--- config.mk ---
export PLATFORM = sky130hd
export DESIGN_NAME = mesh_vertex_bit_unpacker
export DESIGN_NICKNAME = d
export VERILOG_FILES = /design/src/hw/rtl/mvbu_pkg.sv /design/src/hw/rtl/mvbu_front.sv /design/src/hw/rtl/mvbu_back.sv /design/src/hw/rtl/mesh_vertex_bit_unpacker.sv
export SDC_FILE = /design/constraint.sdc
export NUM_CORES = 1
export LEC_CHECK = 0
export BUFFER_PORTS_ARGS = -buffer_cell sky130_fd_sc_hd__buf_2
export CORE_MARGIN = 1
export CORE_UTILIZATION = 55
export CTS_CLUSTER_SIZE = 14
export DETAILED_ROUTE_END_ITERATION = 7
export GPL_TIMING_DRIVEN = 0
export HOLD_SLACK_MARGIN = 0.06
export PLACE_DENSITY = 0.87
export RECOVER_POWER = 100
export SLEW_MARGIN = 25
export SYNTH_ARGS = -nofsm -noshare
export SYNTH_HDL_FRONTEND = slang
export SYNTH_SLANG_ARGS = --single-unit
--- constraint.sdc ---
create_clock -name clock -period 8.1 [get_ports clock]
set_input_delay 1.62 -clock clock [delete_from_list [all_inputs] [get_ports clock]]
set_output_delay 1.62 -clock clock [all_outputs]
set_load 0.1 [all_outputs]
--- src/hw/rtl/mvbu_pkg.sv ---
// Shared types and constants for the mesh vertex bit unpacker.
// Used by mvbu_front, mvbu_back and mesh_vertex_bit_unpacker; no dependencies.

package mvbu_pkg;

   // Byte queue between the front and back parts
   localparam int QueueDepth = 4;
   localparam int QueueAw    = 2;

   // Register indexes of the configuration port
   typedef enum logic [1:0] {
      CSR_FLAG_BITS  = 2'd0,
      CSR_COORD_BITS = 2'd1,
      CSR_COMP_BITS  = 2'd2,
      CSR_COMP_COUNT = 2'd3
   } csr_index_type;

   // Live configuration seen by the back part
   typedef struct packed {
      logic [3:0] flag_bits;
      logic [5:0] coord_bits;
      logic [4:0] comp_bits;
      logic [3:0] comp_count;
   } cfg_type;

   // Head of the byte queue
   typedef struct packed {
      logic       valid;
      logic [7:0] data;
   } byte_slot_type;

endpackage

--- src/hw/rtl/mvbu_front.sv ---
// Front part of the mesh vertex bit unpacker: accepts stream bytes into a short queue.
// Depends on mvbu_pkg.

module mvbu_front (
   input  logic                   clock,
   input  logic                   reset,
   input  logic                   req_tvalid,
   output logic                   req_tready,
   input  logic [7:0]             req_tdata,   // [7:0] data_byte
   input  logic                   pop,
   output mvbu_pkg::byte_slot_type head
);
   import mvbu_pkg::*;

   logic [7:0]         slot_ff [QueueDepth];
   logic [QueueAw-1:0] wr_ptr_ff, wr_ptr_in;
   logic [QueueAw-1:0] rd_ptr_ff, rd_ptr_in;
   logic [QueueAw:0]   count_ff, count_in;
   logic               push;
   logic               pull;

   // Accept while a slot is free
   assign req_tready = (count_ff != (QueueAw+1)'(QueueDepth));
   assign push       = req_tvalid && req_tready;
   assign pull       = pop && (count_ff != '0);

   assign head.valid = (count_ff != '0);
   assign head.data  = slot_ff[rd_ptr_ff];

   // Advance pointers and occupancy
   always_comb begin
      wr_ptr_in = push ? wr_ptr_ff + 1'b1 : wr_ptr_ff;
      rd_ptr_in = pull ? rd_ptr_ff + 1'b1 : rd_ptr_ff;
      count_in  = count_ff;
      if (push && !pull) begin
         count_in = count_ff + 1'b1;
      end else if (!push && pull) begin
         count_in = count_ff - 1'b1;
      end
   end

   always_ff @(posedge clock) begin
      if (reset) begin
         wr_ptr_ff <= '0;
         rd_ptr_ff <= '0;
         count_ff  <= '0;
      end else begin
         wr_ptr_ff <= wr_ptr_in;
         rd_ptr_ff <= rd_ptr_in;
         count_ff  <= count_in;
      end
   end

   // Store the accepted byte
   always_ff @(posedge clock) begin
      if (push) begin
         slot_ff[wr_ptr_ff] <= req_tdata;
      end
   end

endmodule

--- src/hw/rtl/mvbu_back.sv ---
// Back part of the mesh vertex bit unpacker: slices queued bytes into record fields.
// Depends on mvbu_pkg; fed by mvbu_front.

module mvbu_back #(
   parameter int MAX_COMPONENTS = 8
) (
   input  logic                    clock,
   input  logic                    reset,
   input  mvbu_pkg::cfg_type       cfg,
   input  mvbu_pkg::byte_slot_type head,
   output logic                    pop,
   output logic                    rsp_tvalid,
   input  logic                    rsp_tready,
   output logic [39:0]             rsp_tdata,  // [31:0] field_value, [35:32] field_position
   output logic                    rsp_tuser,  // [0] end_of_record
   output logic                    rsp_tlast   // last_of_run
);
   import mvbu_pkg::*;

   localparam int PosWidth = $clog2(MAX_COMPONENTS + 3);

   // Bit slicing state
   logic [7:0]          sh_ff, sh_in;
   logic [3:0]          rem_ff, rem_in;
   logic [31:0]         partial_ff, partial_in;
   logic [5:0]          bc_ff, bc_in;
   logic [PosWidth-1:0] pos_ff, pos_in;

   // Output register
   logic        out_valid_ff, out_valid_in;
   logic [31:0] out_value_ff, out_value_in;
   logic [3:0]  out_pos_ff, out_pos_in;
   logic        out_eor_ff, out_eor_in;
   logic        out_last_ff, out_last_in;

   logic [5:0]          coord_w, comp_w, width, need, next_w, num_w;
   logic [PosWidth-1:0] eff_pos, last_pos;
   logic [PosWidth+3:0] pos_wide;
   logic [3:0]          take, rem_left;
   logic [7:0]          bits;
   logic [31:0]         grown, value;
   logic                done, ends, step_en, load_en;

   // Effective widths, record length and current field
   always_comb begin
      if (cfg.coord_bits == 6'd0) begin
         coord_w = 6'd1;
      end else if (cfg.coord_bits > 6'd32) begin
         coord_w = 6'd32;
      end else begin
         coord_w = cfg.coord_bits;
      end
      comp_w = (cfg.comp_bits == 5'd0) ? 6'd1 : {1'b0, cfg.comp_bits};

      num_w = (cfg.comp_count == 4'd0) ? 6'd1 : {2'b00, cfg.comp_count};
      if (num_w > 6'(MAX_COMPONENTS)) begin
         num_w = 6'(MAX_COMPONENTS);
      end
      last_pos = PosWidth'(num_w + 6'd2);

      eff_pos = ((pos_ff == '0) && (cfg.flag_bits == 4'd0)) ? PosWidth'(1) : pos_ff;
      if (eff_pos == '0) begin
         width = {2'b00, cfg.flag_bits};
      end else if (eff_pos <= PosWidth'(2)) begin
         width = coord_w;
      end else begin
         width = comp_w;
      end
   end

   // Take as many bits as the field needs or the byte still holds
   always_comb begin
      need  = (bc_ff >= width) ? 6'd1 : width - bc_ff;
      done  = (need <= {2'b00, rem_ff});
      take  = done ? need[3:0] : rem_ff;
      bits  = sh_ff >> (4'd8 - take);
      grown = (partial_ff << take) | {24'd0, bits};
      value = (width >= 6'd32) ? grown : (grown & ~(32'hFFFF_FFFF << width));
      ends  = (eff_pos >= last_pos);
      rem_left = (done && ends) ? 4'd0 : rem_ff - take;
      // Field after this one in the same record is a coordinate or a component, never the flag
      next_w   = (eff_pos <= PosWidth'(1)) ? coord_w : comp_w;
      pos_wide = {4'd0, eff_pos};
   end

   assign step_en = (rem_ff != 4'd0) && (!out_valid_ff || rsp_tready);
   assign load_en = head.valid && ((rem_ff == 4'd0) || (step_en && (rem_left == 4'd0)));
   assign pop     = load_en;

   // Next state of the slicer and the output register
   always_comb begin
      sh_in        = sh_ff;
      rem_in       = rem_ff;
      partial_in   = partial_ff;
      bc_in        = bc_ff;
      pos_in       = pos_ff;
      out_valid_in = out_valid_ff && !rsp_tready;
      out_value_in = out_value_ff;
      out_pos_in   = out_pos_ff;
      out_eor_in   = out_eor_ff;
      out_last_in  = out_last_ff;
      if (step_en) begin
         sh_in  = sh_ff << take;
         rem_in = rem_left;
         if (done) begin
            partial_in   = '0;
            bc_in        = '0;
            pos_in       = ends ? '0 : eff_pos + 1'b1;
            out_valid_in = 1'b1;
            out_value_in = value;
            out_pos_in   = pos_wide[3:0];
            out_eor_in   = ends;
            out_last_in  = ends || (next_w > {2'b00, rem_left});
         end else begin
            partial_in = grown;
            bc_in      = bc_ff + 6'(take);
            pos_in     = eff_pos;
         end
      end
      // Load the next byte once the current one is used up
      if (load_en) begin
         sh_in  = head.data;
         rem_in = 4'd8;
      end
   end

   always_ff @(posedge clock) begin
      if (reset) begin
         sh_ff        <= '0;
         rem_ff       <= '0;
         partial_ff   <= '0;
         bc_ff        <= '0;
         pos_ff       <= '0;
         out_valid_ff <= 1'b0;
      end else begin
         sh_ff        <= sh_in;
         rem_ff       <= rem_in;
         partial_ff   <= partial_in;
         bc_ff        <= bc_in;
         pos_ff       <= pos_in;
         out_valid_ff <= out_valid_in;
      end
   end

   // Result payload holds without reset
   always_ff @(posedge clock) begin
      out_value_ff <= out_value_in;
      out_pos_ff   <= out_pos_in;
      out_eor_ff   <= out_eor_in;
      out_last_ff  <= out_last_in;
   end

   assign rsp_tvalid = out_valid_ff;
   assign rsp_tdata  = {4'd0, out_pos_ff, out_value_ff};
   assign rsp_tuser  = out_eor_ff;
   assign rsp_tlast  = out_last_ff;

endmodule

--- src/hw/rtl/mesh_vertex_bit_unpacker.sv ---
// Top level of the mesh vertex bit unpacker: configuration registers, front and back.
// Depends on mvbu_pkg, mvbu_front and mvbu_back.
//
// Usage:
//   req_*  carries the packed vertex stream, one byte per transaction.
//   rsp_*  carries one transaction per completed field: value, position in the
//          record (0 flag, 1 x, 2 y, 3 and up colour components), end_of_record
//          on tuser and tlast on the last field completed by one input byte.
//   csr_*  writes flag_bits, coord_bits, comp_bits and the component count by
//          index; write only while no byte is in flight. Always ready.
// Throughput: the slicer takes a separate step for each field a byte completes and
// another when the byte's remaining bits open a field it does not complete; a byte
// that ends a record drops its remaining bits. One byte per cycle holds, while the
// result side is not stalled, when every field boundary falls on a byte boundary.
// With the slicer idle, the first field of an accepted byte is registered in the
// slicer load and then in the output register before it is valid on rsp.
// A four-entry byte queue keeps req_tready high while rsp_tready is low, until
// the queue fills; a stalled result holds in the output register.
// Reset (synchronous) empties the queue, drops any partial field, restarts at
// the beginning of a record and loads configuration defaults 0, 8, 8 and 3.

module mesh_vertex_bit_unpacker #(
   parameter int MAX_COMPONENTS = 8
) (
   input  logic        clock,
   input  logic        reset,
   input  logic        req_tvalid,
   output logic        req_tready,
   input  logic [7:0]  req_tdata,   // [7:0] data_byte
   output logic        rsp_tvalid,
   input  logic        rsp_tready,
   output logic [39:0] rsp_tdata,   // [31:0] field_value, [35:32] field_position, [39:36] zero
   output logic        rsp_tuser,   // [0] end_of_record
   output logic        rsp_tlast,   // last_of_run
   input  logic        csr_valid,
   output logic        csr_ready,
   input  logic [1:0]  csr_index,
   input  logic [5:0]  csr_data
);
   import mvbu_pkg::*;

   cfg_type       cfg_ff, cfg_in;
   byte_slot_type head;
   logic          pop;

   assign csr_ready = 1'b1;

   // Decode configuration writes
   always_comb begin
      cfg_in = cfg_ff;
      if (csr_valid) begin
         unique case (csr_index_type'(csr_index))
            CSR_FLAG_BITS:  cfg_in.flag_bits  = csr_data[3:0];
            CSR_COORD_BITS: cfg_in.coord_bits = csr_data;
            CSR_COMP_BITS:  cfg_in.comp_bits  = csr_data[4:0];
            CSR_COMP_COUNT: cfg_in.comp_count = csr_data[3:0];
            default:        cfg_in = cfg_ff;
         endcase
      end
   end

   always_ff @(posedge clock) begin
      if (reset) begin
         cfg_ff.flag_bits  <= 4'd0;
         cfg_ff.coord_bits <= 6'd8;
         cfg_ff.comp_bits  <= 5'd8;
         cfg_ff.comp_count <= 4'd3;
      end else begin
         cfg_ff <= cfg_in;
      end
   end

   mvbu_front u_front (
      .clock      (clock),
      .reset      (reset),
      .req_tvalid (req_tvalid),
      .req_tready (req_tready),
      .req_tdata  (req_tdata),
      .pop        (pop),
      .head       (head)
   );

   mvbu_back #(
      .MAX_COMPONENTS (MAX_COMPONENTS)
   ) u_back (
      .clock      (clock),
      .reset      (reset),
      .cfg        (cfg_ff),
      .head       (head),
      .pop        (pop),
      .rsp_tvalid (rsp_tvalid),
      .rsp_tready (rsp_tready),
      .rsp_tdata  (rsp_tdata),
      .rsp_tuser  (rsp_tuser),
      .rsp_tlast  (rsp_tlast)
   );

endmodule

### Yosys cells after proc, flatten, opt, wreduce, memory -nomap -nowiden

Memories as Yosys holds them, arrays and structs flattened. A register that Yosys moved wholly into a read port is not among the register bits.
Index checks and enable logic that the tools add are counted.

* flip-flop bits (word level): 119
* latch bits: 0
* RAM bits: 32
* memory bits (read-only): 0
* input port bits: 21
* output and inout port bits: 45
* word-level logic and storage cells: 114
* memories kept: 1

Memories
* u_front.slot_ff: depth 4, width 8, rd ports 1, clocked after Yosys merged registers in 1, wr ports 1, RTL line mvbu_front.sv:15 `logic [7:0] slot_ff [QueueDepth];`

* add/sub/neg operators: 10
* multipliers: 0
* div/mod/pow operators: 0
* magnitude comparators: 9
* equal/unequal tests: 4
* shifts and indexed selects: 4
* muxes and demuxes: 29
* bitwise gates (word level): 3
* reduce and logical (&&, ||, !) cells: 36

Operators by type and width (count)
* $mux 32: 2
* $mux 6: 7
* $mux 4: 9
* $and 32x32->32: 1
* $not 32->32: 1
* $or 32x8->32: 1
* $shl 32x4->32: 1
* $shl 32x6->32 const A: 1
* $logic_not 4->1: 6
* $mux 8: 2
* $logic_and 1x1->1: 10
* $reduce_and 2->1: 5
* $shl 8x4->8: 1
* $shr 8x4->8: 1
* $add 6x4->6: 1
* $ge 6x6->1: 1
* $ge 6x6->1 const B: 1
* $gt 6x4->1: 1
* $gt 6x4->1 const B: 1
* $gt 6x6->1 const B: 1
* $le 6x4->1: 1
* $logic_not 6->1: 1
* $mux 3: 2
* $sub 6x6->6: 1
* 24 further kinds: 36

### Logic depth before layout (Yosys ltp)

* depth in word-level cells: 20
* mapped depth: 39

### Cells and area by module

Synthesis repeated with hierarchy kept, for this count alone.

* cells, all modules: 926
* area total of the unflattened synthesis: 9285.2 um2

Modules (own cells, without submodules)
* mvbu_back: times used 1, cells an instance 758, area each 6849.1 um2, seq. area each 2242.2 um2
* mvbu_front: times used 1, cells an instance 90, area each 1637.8 um2, seq. area each 1141.1 um2
* mesh_vertex_bit_unpacker: times used 1, cells an instance 78, area each 798.3 um2, seq. area each 380.4 um2

### Worst setup path after synthesis

Ideal clock, no wire load.

* path type: register to register
* start: reg u_back.pos_ff[1]
* end: reg u_front.count_ff[2]
* library setup time: 70 ps
* arrival time: 8364 ps
* required time: 8030 ps
* path slack: -334 ps
* stages on the path, launching flop included: 38
* buffers on the path: 5
* period minus slack after synthesis: 8434 ps
* cells stage by stage: dfxtp_1 clkbuf_1 nor3_1 a21o_1 inv_1 and2_1 clkbuf_1 a211oi_1 a21oi_1 ha_1 fa_1 nand2b_2 a211oi_4 o21ai_0 a211oi_1 ha_1 nor2b_1 o2111ai_1 [... 2 more ...] a21boi_1 buf_6 buf_2 clkbuf_1 ha_1 inv_1 maj3_1 maj3_1 nand4b_1 o311a_1 a32o_1 clkinv_1 ha_1 inv_1 fa_1 xor2_1 or3_1 a21oi_1

* longest elaborated chain between the ends: 20
* elaborated cells on any way between the ends: 26

RTL lines
* from (decl): RTL line mvbu_back.sv:27 `logic [PosWidth-1:0] pos_ff, pos_in;`
* from (signal assigned): RTL line mvbu_back.sv:140 `pos_ff <= pos_in;`
* $logic_not 4->1 *: RTL line mvbu_back.sv:61 `eff_pos = ((pos_ff == '0) && (cfg.flag_bits == 4'd0)) ? PosWidth'(1) : pos_ff;`
* $logic_and 1x1->1 *: RTL line mvbu_back.sv:61
* $mux 4 *: RTL line mvbu_back.sv:61
* via u_back.eff_pos[0]: RTL line mvbu_back.sv:37 `logic [PosWidth-1:0] eff_pos, last_pos;`
* $le 4x2->1: RTL line mvbu_back.sv:64 `end else if (eff_pos <= PosWidth'(2)) begin`
* $mux 6: RTL line mvbu_back.sv:64
* $mux 6: RTL line mvbu_back.sv:62 `if (eff_pos == '0) begin`
* $sub 6x6->6 or $ge 6x6->1 (tied branches): RTL line mvbu_back.sv:73 `need = (bc_ff >= width) ? 6'd1 : width - bc_ff;`
* [... 5 more ...]
* $logic_not 4->1 *: RTL line mvbu_back.sv:87 `assign load_en = head.valid && ((rem_ff == 4'd0) || (step_en && (rem_left == 4'd0)));`
* $logic_and 1x1->1 *: RTL line mvbu_back.sv:87
* $logic_or 1x1->1 *: RTL line mvbu_back.sv:87
* $logic_and 1x1->1 *: RTL line mvbu_back.sv:87
* $logic_and 1x1->1 *: RTL line mvbu_front.sv:25 `assign pull = pop && (count_ff != '0);`
* $logic_not 1->1: RTL line mvbu_front.sv:35 `if (push && !pull) begin`
* $logic_and 1x1->1: RTL line mvbu_front.sv:35
* $mux 3 or $reduce_bool 2->1 (tied branches)
* to (signal assigned): RTL line mvbu_front.sv:50 `count_ff <= count_in;`
* to (decl): RTL line mvbu_front.sv:18 `logic [QueueAw:0] count_ff, count_in;`

Mark *: on every way through the listed nets, which the timed path passes. The rest lies on a longest branch.
A chain may end at the register's enable or synchronous reset.

### Final worst setup path

* start: reg cfg_ff[18] (netlist bit)
* end: reg u_front.count_ff[2]

* longest elaborated chain between the ends: 20
* elaborated cells on any way between the ends: 26

RTL lines
* from (decl): RTL line mesh_vertex_bit_unpacker.sv:42 `cfg_type cfg_ff, cfg_in;`
* from (signal assigned): RTL line mesh_vertex_bit_unpacker.sv:69 `cfg_ff <= cfg_in;`
* $logic_not 4->1 *: RTL line mvbu_back.sv:61
* $logic_and 1x1->1 *: RTL line mvbu_back.sv:61
* $mux 4 *: RTL line mvbu_back.sv:61
* via u_back.eff_pos[0]: RTL line mvbu_back.sv:37
* $le 4x2->1: RTL line mvbu_back.sv:64
* $mux 6: RTL line mvbu_back.sv:64
* $mux 6: RTL line mvbu_back.sv:62
* $sub 6x6->6 or $ge 6x6->1 (tied branches): RTL line mvbu_back.sv:73
* [... 5 more ...]
* $logic_not 4->1 *: RTL line mvbu_back.sv:87
* $logic_and 1x1->1 *: RTL line mvbu_back.sv:87
* $logic_or 1x1->1 *: RTL line mvbu_back.sv:87
* $logic_and 1x1->1 *: RTL line mvbu_back.sv:87
* $logic_and 1x1->1 *: RTL line mvbu_front.sv:25
* $logic_not 1->1: RTL line mvbu_front.sv:35
* $logic_and 1x1->1: RTL line mvbu_front.sv:35
* $mux 3 or $reduce_bool 2->1 (tied branches)

Marks and branches as above.

==> results.md <==
- The run finished, with violations left.
- The checks that failed: max-capacitance violations, max-slew violations.
- In this run the critical register-to-register path is captured at u_front.count_ff[2].
- The pre-antenna-repair detailed-routing pass consisted of 6 iterations.
- The worst pin sits at a relative slew slack of -11.1%.
- The count of different cell masters after synthesis is slightly below 80.
- The worst hold path stage count is 2.
- The flip-flop and latch count after synthesis is 153.
- In this run the most critical hold path is launched from u_back.bc_ff[4].
- The startpoint type of the worst setup path is a register.
- The library cells used most frequently in the layout, excluding fill and tap cells, are mux2i_1 (100), clkbuf_1 (94), nand2_1 (84), dfxtp_1 (83), nor2_1 (81).
- In this run the tool buffered the top-level ports with slightly below 60 buffer cells.
- In the post-synthesis netlist, the biggest area contributors are edfxtp_1 (23%), dfxtp_1 (18%), mux2i_1 (11%).
- Across every metal layer, demand over resource in global routing totals a little under a third.
- The setup violation total in the final timing report is 0.
- The placeable core region is 16100 µm².
- The async set-or-reset flop fraction in the synthesized netlist is 0%.
- Leaving out fill and tap cells, the most frequent cell in the layout is mux2i_1.
- The peak fanout along the critical path is 11.
- The area of the die is 17200 µm².
- Synthesis produced a netlist whose cell count is 931.
- Yosys mapped a number of flops with a built-in enable equal to 70.
- For this run, the number of Yosys warnings is 0.
- Counting cells, the worst reg-to-reg path comes to 35.
- The number of max-cap violations is 1.
- Relative to the synthesized area, the layout overhead comes to 14.6%.
- The number of DRC violations after detailed-routing iteration 0 is 855.
- The congestion estimate from routability-driven global placement came to 0.989.
- In this run the register-to-register setup slack is between 0.2 and 0.3 ns.
- The effective utilization at floorplan is 57.0%.
- At the pin with the least slew margin, the transition time is 1.67 ns.
- Based on the critical path, the design can be clocked at up to 128 MHz.
- TritonCTS built the clock tree.
- The startpoint identified for the worst register-to-register timing path is cfg_ff[18].
- The filler cells instantiated in the layout total 1282.
- Between clock sinks in the finished design, the worst skew comes to between 0.01 and 0.015 ns.
- The cell with the largest stage delay on the worst path is or4b_1.
- The number of global-route vias before repair is roughly 7500.
- At the worst endpoint, the required time is 8.46 ns.
- The tightest min-delay check is of the register to register type.
- Sequential elements use 41.1% of the synthesized area.
- The category of the most critical setup path is register to register.
- After clock tree synthesis, the flow added hold-fix buffers numbering 0.
- From left edge to right edge, the die measures 131 µm.
- After detailed routing, the total wire length is 26.2 mm.
- STA classifies the critical path endpoint as a register.
- The average detailed-routed wire length per instance is 20.8 µm.
- The count of unresolved DRC violations after routing is 0.
- Using the TritonRoute via totals, the vias-per-cell ratio works out to 6.35.
- CTS saw roughly 150 sinks.
- The initial antenna violation count was 0.
- TritonCTS created 17 clock buffers.
- The library cell with the largest summed area after synthesis is edfxtp_1.
- For hold timing, the worst endpoint is u_back.bc_ff[4].
- The worst hold-check slack is 0.455 ns.
- The maximum count of clock buffers along a single path is 2.
- The height of the die is roughly 130 µm.
- The root cell of the clock tree is clkbuf_16.
- The biggest cell delay along the critical path is approximately 0.54 ns.
- The arrival time of the worst setup path is 8.17 ns.
- Dividing the final minimum period by the clock period gives a little over nine tenths.
- For this run, the post-layout net count is between 1000 and 1500.
- The average instance in the mapped netlist occupies 9.84 µm².
- The post-detailed-placement half-perimeter wirelength is 19.1 mm.
- The pin count of the biggest net entering global routing is 31.
- The insertion delay to the later sink of the worst-skew pair is 0.44 ns.
- The first-pass GRT wire length is 40.4 mm.
- The total count of hold-check failures in the final report is 0.
- The number of antenna-violating nets in the routed design is 0.
- Pin placement for this block handled 66 I/O pins.
- Row generation in the floorplan step produced 46 rows.
- Across all layers, the routed design uses between 8000 and 9000 vias.
- The post-synthesis cell area is between 9000 and 10000 µm².
- The max-slew violation count is 31.
- The maximum level of the CTS H-tree is 4.
- The fraction of layout instances using a drive strength above 1 is 14.2%.
- In this run the biggest area consumer among cell types represents 23.0% of the synthesized area.
- The repair_antennas step left the layout with diodes totalling 0.
- The worst path in the final design needs a cycle of around 8 ns, including I/O delays and setup.
- After clock tree synthesis, the clock-pin slew on the worst setup and hold paths is 0.07 ns.
- For this run, the leading register cell type out of synthesis is dfxtp_1.
- The global-route congestion overflow total is 0.
how the worst max path moves through the flow:
stage                                 from                  end  slack, ns  depth (start not counted)
after floorplan           u_back.pos_ff[1]  u_front.count_ff[2]       0.12                         37
after global placement    u_back.pos_ff[1]  u_front.count_ff[2]      -1.57                         35
after detailed placement  u_back.pos_ff[1]  u_front.count_ff[2]      -1.76                         35
after CTS                 u_back.pos_ff[2]  u_front.count_ff[2]       0.04                         34
after global routing            cfg_ff[18]      u_back.bc_ff[4]      -0.02                         29
final                           cfg_ff[18]  u_front.count_ff[2]       0.29                         35
through the flow:
stage / cell area (µm²) / setup slack, ns / TNS (ns) / utilization (%) / instances
finish: 10500 / 0.293 / 0 / 65.4 / 1262
global route: 10500 / -0.0239 / -0.0308 / 65.4 / 1262
CTS: 10400 / 0.0418 / 0 / 65.0 / 1246
detailed placement: 9770 / -1.76 / -47.28 / 60.8 / 1210
global placement: 9750 / -1.57 / -35.04 / 60.7 / 1209
floorplan: 9180 / 0.124 / 0 / - / 934
metal layers:
metal,track usage [%],routed length [µm],vias up
li1,-,-,3639
met1,41.9,10800,3850
met2,48.3,11700,441
met3,7.90,2350,86
met4,17.0,1390,0
met5,0,0,-
layout make-up:
type / instances / area [µm²] / share of cell area, %
inverters: 34 / 131 / 1.25
multi-input cells: 686 / 5070 / 48.3
flip-flops and latches: 153 / 3760 / 35.8
plain buffers: 59 / 305 / 2.91
clock buffers: 21 / 450 / 4.29
well taps: 216 / 270 / 2.57
clock inverters: 11 / 111 / 1.06
repair buffers: 82 / 394 / 3.75
Yosys cell counts, drive strengths merged, types with 3 or more instances:
cell / instances
o2111ai: 3
buf: 22
mux2i: 102
nor3: 24
a2111oi: 4
nor4: 6
xnor2: 8
nand2: 84
ha: 30
o21ai: 47
a211o: 5
nand4: 4
a22o: 6
o211ai: 9
mux2: 31
o211a: 3
and2: 11
o31a: 3
a211oi: 24
xor2: 7
a32oi: 4
or3: 8
edfxtp: 70
nand3: 15
a2bb2oi: 3
nand2b: 8
a21oi: 50
and3: 11
nand3b: 4
o31ai: 5
nor2: 81
or2: 4
inv: 32
nor2b: 13
a21boi: 4
mux4: 14
a21o: 8
o21a: 3
a22oi: 4
dfxtp: 83
a32o: 3
maj3: 4
clkbuf: 39
what timing repair did:
| action | CTS | global route |
|---|---|---|
| pin swaps | 6 | 7 |
| buffers inserted | 6 | 16 |
| setup endpoints to repair | 88 | 23 |
| gates resized for setup | 18 | 12 |
| gates cloned | 0 | 0 |
state kept, by name (all words and copies together), names as in the netlist, named ones only:
signal,count
u_back.out_value_ff,32
u_back.out_pos_ff,4
cfg_ff,19
u_back.rsp_tuser,1
u_front.slot_ff,32
u_front.rd_ptr_ff,2
u_back.pos_ff,4
u_back.rsp_tlast,1
u_back.sh_ff,8
u_front.count_ff,3
u_back.bc_ff,6
u_back.rem_ff,4
u_back.partial_ff,32
u_front.wr_ptr_ff,2
u_back.rsp_tvalid,1
kinds of logic after synthesis:
kind of cell             Yosys count  share of synthesized area (%)
buffers and inverters             95                           4.66
adder cells (fa/ha/maj)           36                           4.97
XOR/XNOR                          15                           1.43
AO/OA/AOI/OAI                    204                           15.0
AND/OR/NAND/NOR                  279                           14.3
flip-flops                       153                           41.1
multiplexers                     147                           18.4
other                              2                         0.0820
critical path: cells and delay by family (launching register included):
| kind | cells | cell delay (ns) |
|---|---|---|
| flops | 1 | 0.34 |
| buf+inv | 7 | 0.83 |
| compound gates | 12 | 2.34 |
| xor+xnor | 1 | 0.17 |
| simple gates | 7 | 1.93 |
| fa+ha+maj | 8 | 2.08 |
Power is not shown: default switching activity piles up to over one toggle a cycle in this logic, so the estimate is an artifact.
